**config.mk**
```make
export PLATFORM = sky130hd
export DESIGN_NAME = counter_priority_task_scheduler_core_flat
export DESIGN_NICKNAME = d
export VERILOG_FILES = /design/src/rtl/cpts_pkg.sv /design/src/rtl/cpts_req_if.sv /design/src/rtl/cpts_rsp_if.sv /design/src/rtl/cpts_cnt_file.sv /design/src/rtl/cpts_max_scan.sv /design/src/rtl/counter_priority_task_scheduler_core.sv /design/src/flat_wrapper.sv
export VERILOG_INCLUDE_DIRS = /design/src /design/src/rtl
export SDC_FILE = /design/constraint.sdc
export NUM_CORES = 1
export LEC_CHECK = 0
export BUFFER_PORTS_ARGS = -buffer_cell sky130_fd_sc_hd__buf_2
export CAP_MARGIN = 10
export CELL_PAD_IN_SITES_DETAIL_PLACEMENT = 1
export CELL_PAD_IN_SITES_GLOBAL_PLACEMENT = 1
export CORE_ASPECT_RATIO = 1.1
export CORE_MARGIN = 5
export CORE_UTILIZATION = 43
export DETAILED_ROUTE_END_ITERATION = 10
export PLACE_DENSITY = 0.87
export SYNTH_ARGS = -nofsm -noshare
export SYNTH_HDL_FRONTEND = slang
export SYNTH_SLANG_ARGS = --single-unit
```
**constraint.sdc**
```tcl
create_clock -name clock -period 4.6 [get_ports clock]
set_clock_uncertainty 0.05 [all_clocks]
set_input_delay 0.23 -clock clock [delete_from_list [all_inputs] [get_ports clock]]
set_output_delay 0.23 -clock clock [all_outputs]
set_load 0.1 [all_outputs]
```
**src/rtl/assert_macros.svh**
```systemverilog
// assertion macros shared by the rtl
`ifndef ASSERT_MACROS_SVH
`define ASSERT_MACROS_SVH

`ifndef ASSERT_OFF
// property must hold at every clock edge outside reset
`define CPTS_ASSERT(lbl, clk, rst, prop) \
   lbl: assert property (@(posedge clk) disable iff (rst) (prop)) \
      else $error("cpts assertion failed");
// condition must never be true outside reset
`define CPTS_NEVER(lbl, clk, rst, cond) \
   lbl: assert property (@(posedge clk) disable iff (rst) !(cond)) \
      else $error("cpts forbidden condition seen");
`else
`define CPTS_ASSERT(lbl, clk, rst, prop)
`define CPTS_NEVER(lbl, clk, rst, cond)
`endif

`endif

```
**src/rtl/cpts_pkg.sv**
```systemverilog
`timescale 1ns / 1ps
package cpts_pkg;

   localparam int TASKS   = 8;
   localparam int CNT_W   = 8;
   localparam int TASK_W  = 4;
   localparam int PRIO_W  = 64;
   localparam int IDX_W   = (TASKS > 1) ? $clog2(TASKS) : 1;

   typedef enum logic [2:0] {
      S_IDLE,
      S_DEC,
      S_SCAN,
      S_RELOAD,
      S_OUT
   } state_type;

   typedef struct packed {
      logic clear;
      logic step;
   } scan_ctrl_type;

   typedef struct packed {
      logic             wr_en;
      logic [IDX_W-1:0] wr_addr;
      logic [CNT_W-1:0] wr_data;
      logic [IDX_W-1:0] rd_addr;
   } cnt_ctrl_type;

endpackage

```
**src/rtl/cpts_req_if.sv**
```systemverilog
`timescale 1ns / 1ps
interface cpts_req_if;
   logic valid;
   logic ready;
   logic tick;

   modport source (output valid, output tick, input ready);
   modport sink (input valid, input tick, output ready);
endinterface

```
**src/rtl/cpts_rsp_if.sv**
```systemverilog
`timescale 1ns / 1ps
interface cpts_rsp_if;
   logic       valid;
   logic       ready;
   logic [3:0] running_task;
   logic [7:0] counter_left;
   logic       switched;
   logic       reloaded;

   modport source (output valid, output running_task, output counter_left,
                   output switched, output reloaded, input ready);
   modport sink (input valid, input running_task, input counter_left,
                 input switched, input reloaded, output ready);
endinterface

```
**src/rtl/cpts_cnt_file.sv**
```systemverilog
`timescale 1ns / 1ps
module cpts_cnt_file
   import cpts_pkg::*;
(
   input  logic             clock,
   input  logic             reset,
   input  cnt_ctrl_type     ctrl,
   output logic [CNT_W-1:0] rd_data
);

   logic [CNT_W-1:0] cnt_ff [TASKS];

   always_ff @(posedge clock) begin
      if (reset) begin
         for (int k = 0; k < TASKS; k++) begin
            cnt_ff[k] <= '0;
         end
      end else if (ctrl.wr_en) begin
         cnt_ff[ctrl.wr_addr] <= ctrl.wr_data;
      end
   end

   assign rd_data = cnt_ff[ctrl.rd_addr];

endmodule

```
**src/rtl/cpts_max_scan.sv**
```systemverilog
`timescale 1ns / 1ps
module cpts_max_scan
   import cpts_pkg::*;
(
   input  logic              clock,
   input  scan_ctrl_type     ctrl,
   input  logic [CNT_W-1:0]  value,
   input  logic [TASK_W-1:0] task_num,
   output logic [TASK_W-1:0] best_task
);

   logic [TASK_W-1:0] best_task_ff;
   logic [CNT_W-1:0]  best_val_ff;
   logic              take;

   // strict greater keeps the lowest index on ties
   assign take      = ctrl.step && (value > best_val_ff);
   assign best_task = take ? task_num : best_task_ff;

   always_ff @(posedge clock) begin
      if (ctrl.clear) begin
         best_task_ff <= '0;
         best_val_ff  <= '0;
      end else if (take) begin
         best_task_ff <= task_num;
         best_val_ff  <= value;
      end
   end

endmodule

```
**src/rtl/counter_priority_task_scheduler_core.sv**
```systemverilog
`timescale 1ns / 1ps
// Tick-driven counter-priority scheduler. Each request (tick or no tick) gives
// exactly one response with the running task (0 = idle), its remaining counter and
// switch / reload flags. One compare unit walks the eight task counters one per
// cycle. A request with no tick goes straight to the response; a tick decrements
// the running counter, and a new pick is made when the running task is idle or
// runs out. A pick that finds every counter at zero does a scan, a reload sweep
// through the single counter write port, and a rescan. A new request is taken
// once the previous one has reached the response register; the response may wait
// there while the next request is accepted. Priority writes land in the reload
// register and only affect counters at the next reload.
`include "assert_macros.svh"
module counter_priority_task_scheduler_core
   import cpts_pkg::*;
(
   input  logic              clock,
   input  logic              reset,
   cpts_req_if.sink          req_if,
   cpts_rsp_if.source        rsp_if,
   input  logic              csr_we,
   input  logic [PRIO_W-1:0] csr_wdata
);

   // sequencer state
   state_type         state_ff, state_in;
   logic [IDX_W-1:0]  idx_ff, idx_in;
   logic [TASK_W-1:0] running_ff, running_in;
   logic [TASK_W-1:0] prev_ff, prev_in;
   logic              tick_ff, tick_in;
   logic              reload_ff, reload_in;

   // reload priorities
   logic [PRIO_W-1:0] prio_ff;

   // response register
   logic              rsp_valid_ff, rsp_valid_in;
   logic [TASK_W-1:0] rsp_task_ff, rsp_task_in;
   logic [CNT_W-1:0]  rsp_cnt_ff, rsp_cnt_in;
   logic              rsp_sw_ff, rsp_sw_in;
   logic              rsp_rl_ff, rsp_rl_in;

   // shared datapath
   cnt_ctrl_type      cnt_ctrl;
   logic [CNT_W-1:0]  rd_data;
   scan_ctrl_type     scan_ctrl;
   logic [TASK_W-1:0] best_task;
   logic [TASK_W-1:0] scan_task;
   logic [CNT_W-1:0]  dec_val;
   logic [IDX_W-1:0]  run_addr;
   logic              accept;
   logic              last_idx;
   logic              rsp_free;

   cpts_cnt_file u_cnt (
      .clock   (clock),
      .reset   (reset),
      .ctrl    (cnt_ctrl),
      .rd_data (rd_data)
   );

   cpts_max_scan u_scan (
      .clock     (clock),
      .ctrl      (scan_ctrl),
      .value     (rd_data),
      .task_num  (scan_task),
      .best_task (best_task)
   );

   assign req_if.ready = (state_ff == S_IDLE);
   assign accept       = req_if.valid && req_if.ready;
   assign rsp_free     = !rsp_valid_ff || rsp_if.ready;

   // task numbers are 1-based, counter slots 0-based
   assign run_addr  = IDX_W'(running_ff - TASK_W'(1));
   assign scan_task = TASK_W'(idx_ff) + TASK_W'(1);
   assign last_idx  = (idx_ff == IDX_W'(TASKS - 1));
   assign dec_val   = (rd_data != '0) ? rd_data - CNT_W'(1) : rd_data;

   always_ff @(posedge clock) begin
      if (reset) begin
         state_ff     <= S_IDLE;
         running_ff   <= '0;
         rsp_valid_ff <= 1'b0;
         prio_ff      <= '0;
      end else begin
         state_ff     <= state_in;
         running_ff   <= running_in;
         rsp_valid_ff <= rsp_valid_in;
         if (csr_we) begin
            prio_ff <= csr_wdata;
         end
      end
   end

   always_ff @(posedge clock) begin
      idx_ff      <= idx_in;
      prev_ff     <= prev_in;
      tick_ff     <= tick_in;
      reload_ff   <= reload_in;
      rsp_task_ff <= rsp_task_in;
      rsp_cnt_ff  <= rsp_cnt_in;
      rsp_sw_ff   <= rsp_sw_in;
      rsp_rl_ff   <= rsp_rl_in;
   end

   always_comb begin
      state_in     = state_ff;
      idx_in       = idx_ff;
      running_in   = running_ff;
      prev_in      = prev_ff;
      tick_in      = tick_ff;
      reload_in    = reload_ff;
      rsp_valid_in = rsp_valid_ff && !rsp_if.ready;
      rsp_task_in  = rsp_task_ff;
      rsp_cnt_in   = rsp_cnt_ff;
      rsp_sw_in    = rsp_sw_ff;
      rsp_rl_in    = rsp_rl_ff;

      cnt_ctrl.wr_en   = 1'b0;
      cnt_ctrl.wr_addr = run_addr;
      cnt_ctrl.wr_data = dec_val;
      cnt_ctrl.rd_addr = run_addr;
      scan_ctrl.clear  = 1'b0;
      scan_ctrl.step   = 1'b0;

      case (state_ff)
         S_IDLE: begin
            if (accept) begin
               prev_in   = running_ff;
               tick_in   = req_if.tick;
               reload_in = 1'b0;
               idx_in    = '0;
               state_in  = req_if.tick ? S_DEC : S_OUT;
            end
         end
         S_DEC: begin
            // decrement the running counter, pick again on idle or expiry
            scan_ctrl.clear = 1'b1;
            idx_in          = '0;
            if (running_ff == '0) begin
               state_in = S_SCAN;
            end else begin
               cnt_ctrl.wr_en = 1'b1;
               state_in       = (dec_val == '0) ? S_SCAN : S_OUT;
            end
         end
         S_SCAN: begin
            cnt_ctrl.rd_addr = idx_ff;
            scan_ctrl.step   = 1'b1;
            idx_in           = idx_ff + IDX_W'(1);
            if (last_idx) begin
               idx_in = '0;
               if (best_task == '0 && !reload_ff) begin
                  state_in = S_RELOAD;
               end else begin
                  running_in = best_task;
                  state_in   = S_OUT;
               end
            end
         end
         S_RELOAD: begin
            // one counter slot per cycle from the priority bytes
            scan_ctrl.clear  = 1'b1;
            cnt_ctrl.wr_en   = 1'b1;
            cnt_ctrl.wr_addr = idx_ff;
            cnt_ctrl.wr_data = prio_ff[idx_ff * CNT_W +: CNT_W];
            idx_in           = idx_ff + IDX_W'(1);
            if (last_idx) begin
               idx_in    = '0;
               reload_in = 1'b1;
               state_in  = S_SCAN;
            end
         end
         S_OUT: begin
            if (rsp_free) begin
               rsp_valid_in = 1'b1;
               rsp_task_in  = running_ff;
               rsp_cnt_in   = (running_ff == '0) ? '0 : rd_data;
               rsp_sw_in    = tick_ff && (running_ff != prev_ff);
               rsp_rl_in    = reload_ff;
               state_in     = S_IDLE;
            end
         end
         default: begin
            state_in = S_IDLE;
         end
      endcase
   end

   assign rsp_if.valid        = rsp_valid_ff;
   assign rsp_if.running_task = rsp_task_ff;
   assign rsp_if.counter_left = rsp_cnt_ff;
   assign rsp_if.switched     = rsp_sw_ff;
   assign rsp_if.reloaded     = rsp_rl_ff;

   // running index always names idle or a real task
   `CPTS_NEVER(a_run_range, clock, reset, running_ff > TASK_W'(TASKS))
   // a real running task always reports time left, idle reports none
   `CPTS_ASSERT(a_cnt_idle, clock, reset,
      rsp_valid_ff |-> ((rsp_task_ff == '0) == (rsp_cnt_ff == '0)))
   // an accepted request leaves idle until its response is built
   `CPTS_ASSERT(a_busy, clock, reset, accept |=> state_ff != S_IDLE)
   // a reload is only reported on a tick
   `CPTS_ASSERT(a_rl_tick, clock, reset,
      (state_ff == S_OUT && rsp_free && reload_ff) |-> tick_ff)

endmodule

```
**src/flat_wrapper.sv**
```systemverilog
// flat-port wrapper written by rule: the top's interface ports become plain ports
module counter_priority_task_scheduler_core_flat import cpts_pkg::*;
  (clock, reset, csr_we, csr_wdata, req_if_valid, req_if_tick, req_if_ready, rsp_if_valid, rsp_if_running_task, rsp_if_counter_left, rsp_if_switched, rsp_if_reloaded, rsp_if_ready);
  cpts_req_if req_if_i ();
  cpts_rsp_if rsp_if_i ();
  input  logic clock;
  input  logic reset;
  input  logic csr_we;
  input  logic [PRIO_W-1:0] csr_wdata;
  input wire logic [$bits(req_if_i.valid)-1:0] req_if_valid;
  input wire logic [$bits(req_if_i.tick)-1:0] req_if_tick;
  output wire logic [$bits(req_if_i.ready)-1:0] req_if_ready;
  output wire logic [$bits(rsp_if_i.valid)-1:0] rsp_if_valid;
  output wire logic [$bits(rsp_if_i.running_task)-1:0] rsp_if_running_task;
  output wire logic [$bits(rsp_if_i.counter_left)-1:0] rsp_if_counter_left;
  output wire logic [$bits(rsp_if_i.switched)-1:0] rsp_if_switched;
  output wire logic [$bits(rsp_if_i.reloaded)-1:0] rsp_if_reloaded;
  input wire logic [$bits(rsp_if_i.ready)-1:0] rsp_if_ready;
  assign req_if_i.valid = req_if_valid;
  assign req_if_i.tick = req_if_tick;
  assign req_if_ready = req_if_i.ready;
  assign rsp_if_valid = rsp_if_i.valid;
  assign rsp_if_running_task = rsp_if_i.running_task;
  assign rsp_if_counter_left = rsp_if_i.counter_left;
  assign rsp_if_switched = rsp_if_i.switched;
  assign rsp_if_reloaded = rsp_if_i.reloaded;
  assign rsp_if_i.ready = rsp_if_ready;
  counter_priority_task_scheduler_core u_core (.clock(clock), .reset(reset), .req_if(req_if_i), .rsp_if(rsp_if_i), .csr_we(csr_we), .csr_wdata(csr_wdata));
endmodule
```
=== Word-level counts from Yosys, hierarchy flattened ===
Memories as Yosys holds them, arrays and structs flattened.
Cells that the tools add are included.

* Flip-flop bits (word level): 107
* Memory bits (writable): 64
* Output and inout bits: 16
* Logic and storage cells: 90
* Memories kept: 1

* Add/sub/neg operators: 4
* $lt $le $gt $ge: 1
* Eq/ne operators: 10
* Shift operators: 1
* Mux-type cells: 33
* Bitwise operators: 1
* Reduce and logical (&&, ||, !) cells: 25

{| class="wikitable"
|+ Memories
! name !! depth !! bits a word !! rd ports !! clocked after memory_dff !! wr ports !! line !! text
|-
| u_core.u_cnt.cnt_ff || 8 || 8 || 1 || 0 || 8 || cpts_cnt_file.sv:11 || <nowiki>logic [CNT_W-1:0] cnt_ff [TASKS];</nowiki>
|}

{| class="wikitable"
|+ Operator list
! cell !! number
|-
| indexed part select 64 x 7 -> 8 bit || 1
|-
| 2-to-1 mux 3 bit || 12
|-
| 2-to-1 mux 8 bit || 2
|-
| case mux 3 bit (5 select lines) || 1
|-
| 2-to-1 mux 1 bit || 13
|-
| 2-to-1 mux 11 bit || 1
|-
| case mux 3 bit (3 select lines) || 1
|-
| > comparator 8 bit || 1
|-
| zero test 4 bit || 2
|-
| zero test 8 bit || 1
|-
| nonzero test 8 bit || 1
|-
| OR reduction 8 bit || 1
|-
| subtractor 8 x 1 -> 8 bit, second input constant || 1
|-
| == test 3 x 2 -> 1 bit, second input constant || 2
|-
| == test 3 bit, second input constant || 2
|-
| != test 2 x 1 -> 1 bit, second input constant || 3
|-
| AND reduction 2 bit || 3
|-
| AND reduction 3 bit || 2
|-
| logical AND 1 bit || 5
|-
| adder 3 x 1 -> 4 bit, second input constant || 1
|-
| 2-to-1 mux 4 bit || 1
|-
| != test 4 bit || 1
|-
| case mux 1 bit (2 select lines) || 2
|-
| AND reduction 4 bit || 1
|-
| other kinds (11) || 14
|}

=== Longest topological paths before layout ===
An unclocked memory read counts as a cell.

* Word-level depth: 11
* Gate-level depth with buffers: 22
* Gate-level depth less buffers: 18

=== By module ===
Synthesis repeated with hierarchy kept, for this count alone.

* Cell total of the unflattened synthesis: 689
* Area, all modules: 8220.4 um2

{| class="wikitable"
|+ Modules (own cells, without submodules)
! module !! instances !! cells an instance !! area each (um2)
|-
| counter_priority_task_scheduler_core || 1 || 413 || 4439.3
|-
| cpts_cnt_file || 1 || 193 || 2985.4
|-
| cpts_max_scan || 1 || 83 || 795.8
|}

=== Worst setup path before layout ===
No wires, ideal clock.

* Kind: register -> register
* From: register u_core.running_ff[0]
* To: register u_core.state_ff[2]
* Library setup time: 129 ps
* Arrival time: 4129 ps
* Required time: 4421 ps
* Slack: 292 ps
* Cell stages (with the launch flop): 23
* Clock period less this slack: 4308 ps
* Cells stage by stage: dfxtp_1 > buf_2 > inv_1 > ha_1 > buf_2 > o21ai_1 > buf_2 > mux2i_1 > mux2_2 > nor2_1 > a31oi_1 > inv_1 > ha_1 > nor2b_1 > o21a_1 > o21a_1 > o21ai_0 > a221oi_1 > mux2_2 > o211a_1 > clkbuf_1 > a21oi_1 > o22ai_1

* Word-level cells in the longest chain between the ends: 11
* Elaborated cells between the ends (all ways): 18
* Classes of those cells: 2 x add/sub; 1 x order compare; 8 x mux; 6 x reduce/logical; 1 x memory

{| class="wikitable"
|+ RTL lines
! item !! line !! text
|-
| start: declaration || counter_priority_task_scheduler_core.sv:27 || <nowiki>logic [TASK_W-1:0] running_ff, running_in;</nowiki>
|-
| start signal: assignment || counter_priority_task_scheduler_core.sv:87 || <nowiki>running_ff <= running_in;</nowiki>
|-
| subtractor 3 x 1 -> 3 bit (*) || counter_priority_task_scheduler_core.sv:74 || <nowiki>assign run_addr = IDX_W'(running_ff - TASK_W'(1));</nowiki>
|-
| 2-to-1 mux 3 bit (*) || counter_priority_task_scheduler_core.sv:126 || <nowiki>case (state_ff)</nowiki>
|-
| memory (8 x 8 bit) (*) || -- ||
|-
| named net u_core.rd_data[1] || counter_priority_task_scheduler_core.sv:44 || <nowiki>logic [CNT_W-1:0] rd_data;</nowiki>
|-
| > comparator 8 bit || cpts_max_scan.sv:17 || <nowiki>assign take = ctrl.step && (value > best_val_ff);</nowiki>
|-
| logical AND 1 bit || cpts_max_scan.sv:17 ||
|-
| 2-to-1 mux 4 bit || -- ||
|-
| zero test 4 bit || counter_priority_task_scheduler_core.sv:153 || <nowiki>if (best_task == '0 && !reload_ff) begin</nowiki>
|-
| logical AND 1 bit || counter_priority_task_scheduler_core.sv:153 ||
|-
| 2-to-1 mux 3 bit || counter_priority_task_scheduler_core.sv:153 ||
|-
| 2-to-1 mux 3 bit || counter_priority_task_scheduler_core.sv:151 || <nowiki>if (last_idx) begin</nowiki>
|-
| case mux 3 bit (5 select lines) (*) || counter_priority_task_scheduler_core.sv:126 ||
|-
| end signal: assignment || counter_priority_task_scheduler_core.sv:86 || <nowiki>state_ff <= state_in;</nowiki>
|-
| end: declaration || counter_priority_task_scheduler_core.sv:25 || <nowiki>state_type state_ff, state_in;</nowiki>
|}

The timed path passes the listed nets; every way through them passes the cells marked *. The select of a mux whose other input is x is not followed.
A chain may end at the register's enable or synchronous reset.

=== Final worst setup path ===
* From: register u_core.state_ff[1]
* To: register u_core.state_ff[1]

* Word-level cells in the longest chain between the ends: 11
* Elaborated cells between the ends (all ways): 28
* Classes of those cells: 1 x add/sub; 1 x order compare; 8 x eq/ne; 9 x mux; 8 x reduce/logical; 1 x memory

{| class="wikitable"
|+ RTL lines
! item !! line
|-
| == test 3 x 2 -> 1 bit (*) || counter_priority_task_scheduler_core.sv:126
|-
| 2-to-1 mux 3 bit (*) || counter_priority_task_scheduler_core.sv:126
|-
| memory (8 x 8 bit) (*) || --
|-
| named net u_core.rd_data[1] || counter_priority_task_scheduler_core.sv:44
|-
| > comparator 8 bit || cpts_max_scan.sv:17
|-
| logical AND 1 bit || cpts_max_scan.sv:17
|-
| 2-to-1 mux 4 bit || --
|-
| zero test 4 bit || counter_priority_task_scheduler_core.sv:153
|-
| logical AND 1 bit || counter_priority_task_scheduler_core.sv:153
|-
| 2-to-1 mux 3 bit || counter_priority_task_scheduler_core.sv:153
|-
| 2-to-1 mux 3 bit || counter_priority_task_scheduler_core.sv:151
|-
| case mux 3 bit (5 select lines) (*) || counter_priority_task_scheduler_core.sv:126
|}

Marks and branches as above.

==> impl_metrics.toml <==
[status]
status = "finished, violations left"
violations = "setup timing"

[logic_synthesis]
synthArstFlopShare_pct = 0
yosysUniqueCellTypes = 68
syn_nets = 857
yosys_warnings = 0
synth_edf_count = 87
syn_inst = 775
yosysSeqAreaShare_pct = 49.8
ys_ff_latch = 171
synth-main-ff-cell = "edfxtp_1"
avgSynthCellArea_sq_um = 11.1
syn-cell-area_sq_mm = 0.00862

[setup_path]
required_ns = 4.92
end_kind = "flip-flop"
worst-path-max-fanout = 14
worst_path_dominant_cell_family = "compound AO/OA/AOI/OAI gates"
slowest_stage = "dfxtp_1"
worstSetupPathType = "reg2reg"
max_stage_delay_ns = 0.48
critPathLaunchType = "flip-flop"
cp.arrival_ns = 5.01
crit_buf_inv = 2
cp_cell_sequence = "buf_4 > nand4bb_2 > o21ai_2 > mux2i_1 > mux2_2 > nor2_1 > a31oi_1 > inv_1 > ha_1 > nor2b_1 > o21a_1 > o21a_1 > o21ai_0 > a221oi_2 > mux2_2 > nor3_1 > or3_1 > o311a_1"

[global_route]
antenna_found_initial = 1
use_met2_pct = 49.4
grt_max_degree = 74
grt_use_met3_pct = 4.98
grt_pass1_vias = 7894
grt_util_all_layers_pct = 27.4
grt_pass1_wl_mm = 47.7
grt-ovfl-total = 0
busiest_layer = "met2"
use_met1_pct = 28.7

[flow_run]
maxCapViolations = 0

[placement]
place_ws_ns = 0.215
dpl.hpwl_mm = 18.3
dpl_cell_area_sq_mm = 0.00941
gp_congestion = 0.920
numPortBuffers = 85

[cells_and_area]
final_common_cell = "nor2_1"
area_growth_pct = 23.5
fin_area_sq_mm = 0.0106
final_core_util_pct = 53.7
nets = 1006
drive_gt1_share_pct = 24.1
final_cell_mix = "180 x nor2_1, 92 x mux2i_1, 87 x edfxtp_1"

[pwr]
p_total_mw = 5.22
cellPowerDensity_mw_per_mm2 = 491
peakVddDrop_v = 0.000327
power_leakage_nw = 4.32

[timing]
fin_ws_ns = -0.0884
final.min_clock_period_ns = 4.69
fin_crit_sh_pct = 102
finalSetupViolCount = 7
slew_headroom_pct = 27.1
clock.fmax_ghz = 0.213
hold_violations = 0
worst_pin_slew_ns = 1.09
slew_viol_final = 0

[floorplanning]
die_height_um = 158
die_w_um = 145
design.die.area_sq_mm = 0.0230
rows = 54
core_sq_mm = 0.0198
ios = 86
initial_core_util_pct = 43.5

[hold_path]
min_path_type = "in2reg"

[clock_tree]
cts.reportedPaths.clkPinSlew_ns = 0.09
cts_max_path_buffers = 2
cts_tree = "done"
numCtsBuffers = 17
clockRootBuffer = "clkbuf_16"
clock_latency_ns = 0.45
cts.sink_count = 171
h-tree-depth = 4

[detailed_routing]
drc = 0
drt-vias-per-instance = 6.20
finalWirelength_mm = 32.2
ant_nets = 0
firstDrtPassIters = 6
vias = 7379
avgRoutedWirePerCell_um = 27.1
drtIter0Drc = 809
==> final timing paths <==
check	to	slack (ns)	depth (start not counted)	from
worst max-delay path	u_core.state_ff[1]	-0.09	18	u_core.state_ff[1]
worst min-delay path	u_core.prio_ff[37]	0.002	3	csr_wdata[37]
worst max register to register	u_core.state_ff[1]	-0.09	18	u_core.state_ff[1]
worst min register to register	u_core.prio_ff[34]	0.44	2	u_core.prio_ff[34]
==> sequential cells by signal (all words and copies together), names as in the netlist <==
name and count:
u_core.prio_ff 64, u_core.u_scan.best_val_ff 8, u_core.idx_ff 3, u_core.prev_ff 4, u_core.tick_ff 1, u_core.rsp_if.switched 1
u_core.running_ff 4, u_core.rsp_if.reloaded 1, u_core.rsp_if.running_task 4, u_core.reload_ff 1, u_core.rsp_if.valid 1, u_core.u_scan.best_task_ff 4
u_core.state_ff 3, u_core.rsp_if.counter_left 8, u_core.u_cnt.cnt_ff 64
==> report_power, final <==
part           internal [mW]  switching [mW]  leakage [nW]  total, mW
Combinational          0.733            1.16          2.46       1.89
Clock                  0.743           0.749         0.292       1.49
Sequential              1.73          0.0992          1.57       1.83
==> routing by layer <==
metal / routed length (um) / part of all wire, %
met2: 16100 / 50
met1: 11100 / 34
met4: 2640 / 8.2
met3: 2360 / 7.3
met5: 0 / 0
==> cell usage after synthesis, types with 4 or more instances <==
master | count | area [sq um]
buf_1 | 8 | 30.0
nand3_1 | 9 | 45.0
xnor2_1 | 6 | 52.6
nor2b_1 | 6 | 37.5
ha_1 | 12 | 150
a211oi_1 | 6 | 45.0
o211ai_1 | 6 | 45.0
and2_1 | 9 | 56.3
mux2_2 | 9 | 101
clkbuf_1 | 23 | 86.3
mux4_2 | 36 | 811
nor2_1 | 180 | 676
a21oi_1 | 20 | 100
xor2_1 | 5 | 43.8
o21ai_0 | 5 | 25.0
inv_1 | 20 | 75.1
a21o_1 | 4 | 30.0
nand2_1 | 48 | 180
nor3_1 | 12 | 60.1
a31oi_1 | 4 | 25.0
buf_2 | 12 | 60.1
and3_1 | 5 | 31.3
edfxtp_1 | 87 | 2610
dfxtp_1 | 84 | 1680
mux2i_1 | 92 | 921
or3_1 | 5 | 31.3
==> cell families (layout without fill, tap and decap cells) <==
kind of cell / after synthesis / count (layout) / share of synthesized area [%]
DFF: 171 / 171 / 49.8
other: 0 / 1 / 0
AOI/OAI and AO/OA: 78 / 78 / 6.74
buffers and inverters: 70 / 232 / 3.53
and+or+nand+nor: 293 / 293 / 15.1
muxes: 140 / 140 / 21.9
xor gates and xnor gates: 11 / 11 / 1.12
adders and majority gates: 12 / 12 / 1.74
==> timing repair <==
item | CTS | global route
setup buffers | 0 | 7
hold buffers | 52 | 0
endpoints found under the setup margin | 0 | 55
gates resized for setup | 0 | 14
hold endpoints to repair | 52 | 0
==> worst min-delay path: cells and delay by family <==
kind / cells / cell delay (ns)
muxes: 1 / 0.07
and+or+nand+nor: 1 / 0.08
buffers and inverters: 1 / 0.10
==> final cells by class <==
cell class                 count  area [sq um]
antenna                        1          2.50
multi-input combinational    534          4090
clock inverter                14           150
clock buffer                  18           439
timing repair buffer         177          1260
tap                          252           315
fill                        2094          9160
inverter                      23          86.3
sequential                   171          4290
==> per-stage QoR <==
stage | TNS [ns] | std cells | hold slack (ns)
after floorplan | 0 | 775 | 0.279
after global placement | 0 | 1098 | 0.410
final | -0.311 | 1190 | 0.00196
after CTS | 0 | 1182 | 0.00299
after detailed placement | 0 | 1098 | 0.417
after global routing | -1.91 | 1190 | 0.0133
Note: power is estimated with default switching activity, not from simulation.
